--- src/design/rsvs_pkg.sv ---
// ----------------------------------------------------------------------------
// rsvs_pkg
// Shared types and constants for the ramped stereo volume scaler.
// ----------------------------------------------------------------------------
package rsvs_pkg;

  // operation codes carried by each input transaction
  typedef logic [1:0] opcode_t;

  localparam opcode_t OP_SAMPLE = 2'd0;
  localparam opcode_t OP_TICK   = 2'd1;
  localparam opcode_t OP_TARGET = 2'd2;
  localparam opcode_t OP_MUTE   = 2'd3;

  // fixed-point format of the gain (Q14)
  localparam int unsigned SAMPLE_W = 16;
  localparam int unsigned GAIN_W   = 16;
  localparam int unsigned Q_SHIFT  = 14;

  // product of a signed sample and an unsigned gain, plus rounding headroom
  localparam int unsigned PROD_W = SAMPLE_W + GAIN_W + 2;

  localparam logic [PROD_W-1:0] ROUND_HALF = PROD_W'(1) << (Q_SHIFT - 1);
  localparam logic [GAIN_W-1:0] RAMP_STEP_RESET = GAIN_W'(100);

  typedef logic [GAIN_W-1:0]          gain_t;
  typedef logic signed [SAMPLE_W-1:0] sample_t;

  // (s * g + half) >>> Q_SHIFT, wrapped to the sample width
  function automatic sample_t scale_sample(input sample_t s, input gain_t g);
    logic signed [PROD_W-1:0] prod;
    logic signed [PROD_W-1:0] sum;
    prod = PROD_W'(s) * $signed({2'b00, g});
    sum  = prod + $signed(ROUND_HALF);
    return sum[Q_SHIFT +: SAMPLE_W];
  endfunction

endpackage

--- src/design/ramped_stereo_volume_scaler_top.sv ---
// ----------------------------------------------------------------------------
// ramped_stereo_volume_scaler_top
// Stereo Q14 volume scaler with a stepped gain ramp toward a target gain.
// ----------------------------------------------------------------------------
// Takes one transaction per clock unless out_ready holds back the output stage,
// and returns one result per transaction. A transaction is registered on
// acceptance, worked through one stage of logic (two 16x17 multipliers for
// the samples, an add, a subtract and compares for the gain ramp) and lands
// in the output register, where its result is presented until it is taken.
// Input and output stages each hold one
// transaction; the input side keeps accepting while a result waits, as long
// as the following stage can drain. The gain state is updated in the compute
// stage, so back-to-back transactions see each other's gain changes in order.
// Write cfg_ramp_step only while no transaction is in flight.
module ramped_stereo_volume_scaler_top (
  input  logic                 clk,
  input  logic                 rst_n,
  // configuration
  input  logic                 cfg_we,
  input  logic [15:0]          cfg_ramp_step,
  // input channel
  input  logic                 in_valid,
  output logic                 in_ready,
  input  rsvs_pkg::opcode_t    in_opcode,
  input  logic signed [15:0]   in_left_sample,
  input  logic signed [15:0]   in_right_sample,
  input  logic [15:0]          in_new_target,
  // result channel
  output logic                 out_valid,
  input  logic                 out_ready,
  output logic signed [15:0]   out_left_out,
  output logic signed [15:0]   out_right_out,
  output logic [15:0]          out_gain_now
);
  import rsvs_pkg::*;

  // configuration register
  gain_t ramp_step_r;

  // input stage
  logic    s1_valid_r;
  opcode_t s1_opcode_r;
  sample_t s1_left_r;
  sample_t s1_right_r;
  gain_t   s1_target_r;

  // gain state
  gain_t cur_gain_r, cur_gain_nxt;
  gain_t tgt_gain_r, tgt_gain_nxt;

  // output stage
  logic    out_valid_r;
  sample_t out_left_r, out_left_nxt;
  sample_t out_right_r, out_right_nxt;

  // flow control
  logic advance;
  logic s1_fire;
  logic in_fire;

  assign advance  = !out_valid_r || out_ready;
  assign s1_fire  = s1_valid_r && advance;
  assign in_ready = !s1_valid_r || advance;
  assign in_fire  = in_valid && in_ready;

  // ramp step register
  always_ff @(posedge clk) begin
    if (!rst_n) begin
      ramp_step_r <= RAMP_STEP_RESET;
    end else if (cfg_we) begin
      ramp_step_r <= cfg_ramp_step;
    end
  end

  // input register
  always_ff @(posedge clk) begin
    if (!rst_n) begin
      s1_valid_r <= 1'b0;
    end else if (in_ready) begin
      s1_valid_r <= in_valid;
    end
  end

  always_ff @(posedge clk) begin
    if (in_fire) begin
      s1_opcode_r <= in_opcode;
      s1_left_r   <= in_left_sample;
      s1_right_r  <= in_right_sample;
      s1_target_r <= in_new_target;
    end
  end

  // ramp arithmetic
  logic [GAIN_W:0] up_sum;
  logic [GAIN_W:0] down_diff;
  gain_t           ramp_gain;

  assign up_sum    = {1'b0, cur_gain_r} + {1'b0, ramp_step_r};
  assign down_diff = {1'b0, cur_gain_r} - {1'b0, ramp_step_r};

  always_comb begin
    ramp_gain = cur_gain_r;
    if (tgt_gain_r > cur_gain_r) begin
      // rising: clamp at target
      if (up_sum > {1'b0, tgt_gain_r}) begin
        ramp_gain = tgt_gain_r;
      end else begin
        ramp_gain = up_sum[GAIN_W-1:0];
      end
    end else if (tgt_gain_r < cur_gain_r) begin
      // falling: borrow or overshoot lands on target
      if (down_diff[GAIN_W] || (down_diff[GAIN_W-1:0] < tgt_gain_r)) begin
        ramp_gain = tgt_gain_r;
      end else begin
        ramp_gain = down_diff[GAIN_W-1:0];
      end
    end
  end

  // compute stage: state update and result
  always_comb begin
    cur_gain_nxt  = cur_gain_r;
    tgt_gain_nxt  = tgt_gain_r;
    out_left_nxt  = '0;
    out_right_nxt = '0;
    case (s1_opcode_r)
      OP_SAMPLE: begin
        out_left_nxt  = scale_sample(s1_left_r, cur_gain_r);
        out_right_nxt = scale_sample(s1_right_r, cur_gain_r);
      end
      OP_TICK: begin
        cur_gain_nxt = ramp_gain;
      end
      OP_TARGET: begin
        tgt_gain_nxt = s1_target_r;
      end
      OP_MUTE: begin
        cur_gain_nxt = '0;
        tgt_gain_nxt = '0;
      end
      default: begin
        cur_gain_nxt = cur_gain_r;
      end
    endcase
  end

  // gain state registers
  always_ff @(posedge clk) begin
    if (!rst_n) begin
      cur_gain_r <= '0;
      tgt_gain_r <= '0;
    end else if (s1_fire) begin
      cur_gain_r <= cur_gain_nxt;
      tgt_gain_r <= tgt_gain_nxt;
    end
  end

  // output register
  always_ff @(posedge clk) begin
    if (!rst_n) begin
      out_valid_r <= 1'b0;
    end else if (advance) begin
      out_valid_r <= s1_valid_r;
    end
  end

  always_ff @(posedge clk) begin
    if (s1_fire) begin
      out_left_r  <= out_left_nxt;
      out_right_r <= out_right_nxt;
    end
  end

  assign out_valid     = out_valid_r;
  assign out_left_out  = out_left_r;
  assign out_right_out = out_right_r;
  assign out_gain_now  = cur_gain_r;

  // reported gain always matches the live gain state
  assert property (@(posedge clk) disable iff (!rst_n)
    out_valid_r |-> (out_gain_now == cur_gain_r))
    else $error("reported gain differs from gain state");

  // mute clears both gains
  assert property (@(posedge clk) disable iff (!rst_n)
    (s1_fire && (s1_opcode_r == OP_MUTE)) |=> (cur_gain_r == '0 && tgt_gain_r == '0))
    else $error("mute did not clear gains");

  // a tick never carries the gain past the target when rising
  assert property (@(posedge clk) disable iff (!rst_n)
    (s1_fire && (s1_opcode_r == OP_TICK) && (cur_gain_r <= tgt_gain_r))
      |=> (cur_gain_r <= tgt_gain_r))
    else $error("ramp overshot target");

  // samples and ticks leave the target alone
  assert property (@(posedge clk) disable iff (!rst_n)
    (s1_fire && ((s1_opcode_r == OP_SAMPLE) || (s1_opcode_r == OP_TICK)))
      |=> $stable(tgt_gain_r))
    else $error("target changed without a set-target or mute");

  // an empty output stage never stalls the input
  assert property (@(posedge clk) disable iff (!rst_n)
    !out_valid_r |-> in_ready)
    else $error("input stalled with empty output stage");

endmodule
--- config.mk ---
export PLATFORM = sky130hd
export DESIGN_NAME = ramped_stereo_volume_scaler_top
export DESIGN_NICKNAME = d
export VERILOG_FILES = /design/src/design/rsvs_pkg.sv /design/src/design/ramped_stereo_volume_scaler_top.sv
export SDC_FILE = /design/constraint.sdc
export NUM_CORES = 1
export LEC_CHECK = 0
export ABC_CLOCK_PERIOD_IN_PS = 7000
export BUFFER_PORTS_ARGS = -buffer_cell sky130_fd_sc_hd__buf_4
export CAP_MARGIN = 20
export CORE_UTILIZATION = 40
export CTS_CLUSTER_SIZE = 24
export DETAILED_ROUTE_END_ITERATION = 7
export PLACE_DENSITY = 0.66
export SETUP_SLACK_MARGIN = 0.05
export SYNTH_ARGS = -nofsm -noshare
export SYNTH_HDL_FRONTEND = slang
export SYNTH_SLANG_ARGS = --single-unit
--- constraint.sdc ---
create_clock -name clk -period 7 [get_ports clk]
set_clock_uncertainty 0.05 [all_clocks]
set_input_delay 1.05 -clock clk [delete_from_list [all_inputs] [get_ports clk]]
set_output_delay 1.05 -clock clk [all_outputs]
set_load 0.01 [all_outputs]
==> out/results.tsv <==
stage	metric	value	unit
run_status	status	finished clean	
synthesis	top post-synthesis cells by count	inv_1, fa_1, nand2_1, ha_1, and2_1	
placed_design	routability cong.	0.934	
route	DRT antenna net count	0	
min_path	Worst Hold End	ramp_step_r[6]	
die	Die Y	242	um
sta	RSZ-0062 raised after global routing	no	
clock_network	Max Root-Sink Buffers	2	
synthesis	top post-synthesis cells by area	fa_1, ha_1, edfxtp_1	
pwr	total design power	0.00242	W
min_path	Hold Path Class	flop to flop	
sta	fin crit share	0.956	
clock_network	Root Driver	clkbuf_16	
die	# IOs	121	
synthesis	most frequent cell after synthesis	inv_1	
sta	Tmin final	6.69	ns
route	total routed wirelength	62300	um
sta	Worst slew margin	0.387	
clock_network	Sink Count	132	
route	Vias	17502	
sta	Max Slew Vio Count	0	
setup_path	reg2reg path depth	22	
synthesis	#FFs+latches synth	132	
setup_path	Critical Path Sink Type	flop	
placed_design	Port Buffers	120	
layout	Core Util, Final	0.459	
die	full die area	58800	um^2
sta	Worst-Margin Slew	0.917	ns
placed_design	DP Worst Slack	0.0137	ns
global_routing	vias in the first global route	18885	
global_routing	GRT Util Overall	0.221	
global_routing	grt total ovfl	0	
die	Core Region	56700	um^2
sta	Fmax	149	MHz
synthesis	post-synth top area share	0.338	
route	routed len/inst	18.3	um
synthesis	Synth cell types	70	
setup_path	FF-to-FF End	out_left_out[15]	
synthesis	Main synth FF type	edfxtp_1	
layout	multi-input logic area	17300	um^2
synthesis	Post-synth ARST share	0	
synthesis	Post-synth EDFFs	82	
global_routing	pin count of the biggest net entering global routing	51	
sta	Hold WS	0.465	ns
pwr	Pwr Density	93.1	nW/um^2
clock_network	Reg clk slew, reported paths	0.07	ns
route	initial DRC count	981	
clock_network	Clock Latency Late Sink	0.49	ns
job	max-cap check violation count	0	
synthesis	Mapped Avg Cell Area	9.20	um^2
synthesis	Cell Area, Synth	23100	um^2
setup_path	CP max FO	16	
layout	share of cells above drive strength 1	0.100	
layout	Area Growth Syn to Fin	12.5	%
synthesis	Seq/Total Area, Yosys	0.150	
route	First-pass DRT Iterations	8	
synthesis	Post-Synthesis Cells	2513	
route	vias per cell	5.14	
clock_network	CTS Buf Count	17	
min_path	hold path start	ramp_step_r[6]	
sta	setup TNS	0	ns
layout	sequential cell area	3470	um^2
setup_path	flop-to-flop setup slack	0.31	ns
setup_path	crit path DAT	6.85	ns
route	DRC	0	
sta	slack of the critical path	0.309	ns
die	initial core utilization	0.408	
clock_network	Post-CTS Hold Buffers	0	
setup_path	reg-to-reg startpoint	s1_left_r[11]	
global_routing	initial antenna violation count	1	
clock_network	TritonCTS clock tree	built	
sta	final hold vios	0	
setup_path	CP startpoint kind	flop	
die	Die W	242	um
setup_path	Data required, critical path	7.16	ns
die	cell row count	87	
setup_path	WS Path Type	flop to flop	
placed_design	DPL Wire Length	49700	um
global_routing	global-route wire length before repair	101000	um
clock_network	H-Tree Depth	4	
min_path	worst hold path depth	2	
sta	Final setup viols	0	
pwr	maximum VDD drop	0.193	mV
synthesis	Mapped Nets	3251	
synthesis	Syn. warnings	0	
pwr	Pleak	12.7	nW
layout	fillers	5354	
layout	nets	3374	
layout	Diodes inserted	0	
synthesis	post-synth top area cell	fa_1	
## worst max path at each step
stage	cells after the start	start	end	slack [ns]
2_1_floorplan	21	out_gain_now[10]	out_right_out[15]	0.62
3_3_place_gp	25	out_gain_now[4]	out_left_out[15]	0.1
3_5_place_dp	22	out_gain_now[9]	out_left_out[15]	0.01
4_1_cts	23	s1_left_r[7]	out_left_out[15]	0.06
5_1_grt	22	s1_left_r[11]	out_left_out[13]	0.06
6_report	22	s1_left_r[11]	out_left_out[15]	0.31
## logic make-up (layout without fill, tap and decap cells)
| logic type | count (synthesis) | after routing | share of synthesized area |
|---|---|---|---|
| DFF | 132 | 132 | 0.150 |
| and+or+nand+nor | 776 | 776 | 0.163 |
| buffers and inverters | 634 | 770 | 0.104 |
| AOI/OAI and AO/OA | 227 | 227 | 0.0662 |
| muxes | 13 | 13 | 0.00563 |
| adders and majority gates | 667 | 667 | 0.487 |
| xor gates and xnor gates | 64 | 64 | 0.0242 |
## per-layer routing
layer,track usage,part of all wire,vias to the layer above
met3,0.0322,0.052,107
met4,0.0767,0.029,0
met2,0.384,0.51,510
met5,0,0,-
li1,-,-,8026
met1,0.278,0.41,8859
## where the power goes
group | switching [W] | total (W) | internal, W
logic | 0.000327 | 0.000567 | 0.000240
clock network | 0.000435 | 0.000940 | 0.000505
registers | 0.0000486 | 0.000915 | 0.000866
## per-stage QoR
step,cells,cell area (um^2)
after floorplan,2513,23100
after global placement,3360,25200
after detailed placement,3360,25200
after CTS,3392,25800
after global routing,3405,26000
final,3405,26000
## area by class of cell
class,count,share of cell area
clock buffer,18,0.0165
clock inverter,14,0.00611
inverter,524,0.0756
multi-input combinational,1747,0.665
sequential,132,0.133
tap,756,0.0363
timing repair buffer,214,0.0670
## cells in the final DEF (no fill, tap or decap), types with 11 or more instances in the layout
cell type / synthesis / layout
fa_1: 390 / 390
nor3b_1: 18 / 18
xor2_1: 16 / 16
nand3_1: 18 / 18
a21o_1: 19 / 19
nor2b_1: 16 / 15
ha_1: 277 / 277
buf_12: 0 / 11
buf_4: 3 / 203
mux2i_1: 13 / 13
nand2b_1: 11 / 11
xnor2_1: 48 / 48
a21oi_1: 75 / 74
nand4_1: 15 / 15
nand2_1: 312 / 312
a211oi_1: 13 / 12
and2_1: 225 / 224
clkbuf_16: 0 / 17
dfxtp_1: 50 / 45
o21ai_0: 28 / 28
nor3_1: 23 / 23
inv_1: 522 / 522
edfxtp_1: 82 / 82
nor2_1: 120 / 120
## worst max-delay path, cell delays in order (launching register included)
cell	delay [ns]
edfxtp_1	0.71
and2_1	0.32
fa_1	0.51
inv_1	0.06
fa_1	0.53
inv_1	0.05
fa_1	0.50
fa_1	0.43
fa_1	0.50
inv_1	0.05
fa_1	0.47
inv_1	0.05
ha_1	0.32
a21oi_1	0.13
o21ai_0	0.13
a221oi_1	0.30
o31ai_1	0.12
buf_4	0.17
a221o_1	0.34
a41oi_2	0.32
a21oi_1	0.13
xnor2_1	0.18
nor2_1	0.05
## sequential cells by signal, summed over array words and instances, names as in the netlist
name	count
s1_left_r	16
out_gain_now	16
out_valid	1
s1_target_r	16
s1_valid_r	1
ramp_step_r	16
s1_opcode_r	2
tgt_gain_r	16
out_left_out	16
out_right_out	16
s1_right_r	16
## what timing repair did
item | 4_1_cts | 5_1_grt
setup endpoints to repair | 4 | 8
buffers inserted | 0 | 13
pin swaps | 0 | 1
gates cloned | 0 | 0
resized for setup | 2 | 10
hold endpoints to repair | 0 | 0
No activity file was read; power rests on OpenSTA's default activity.
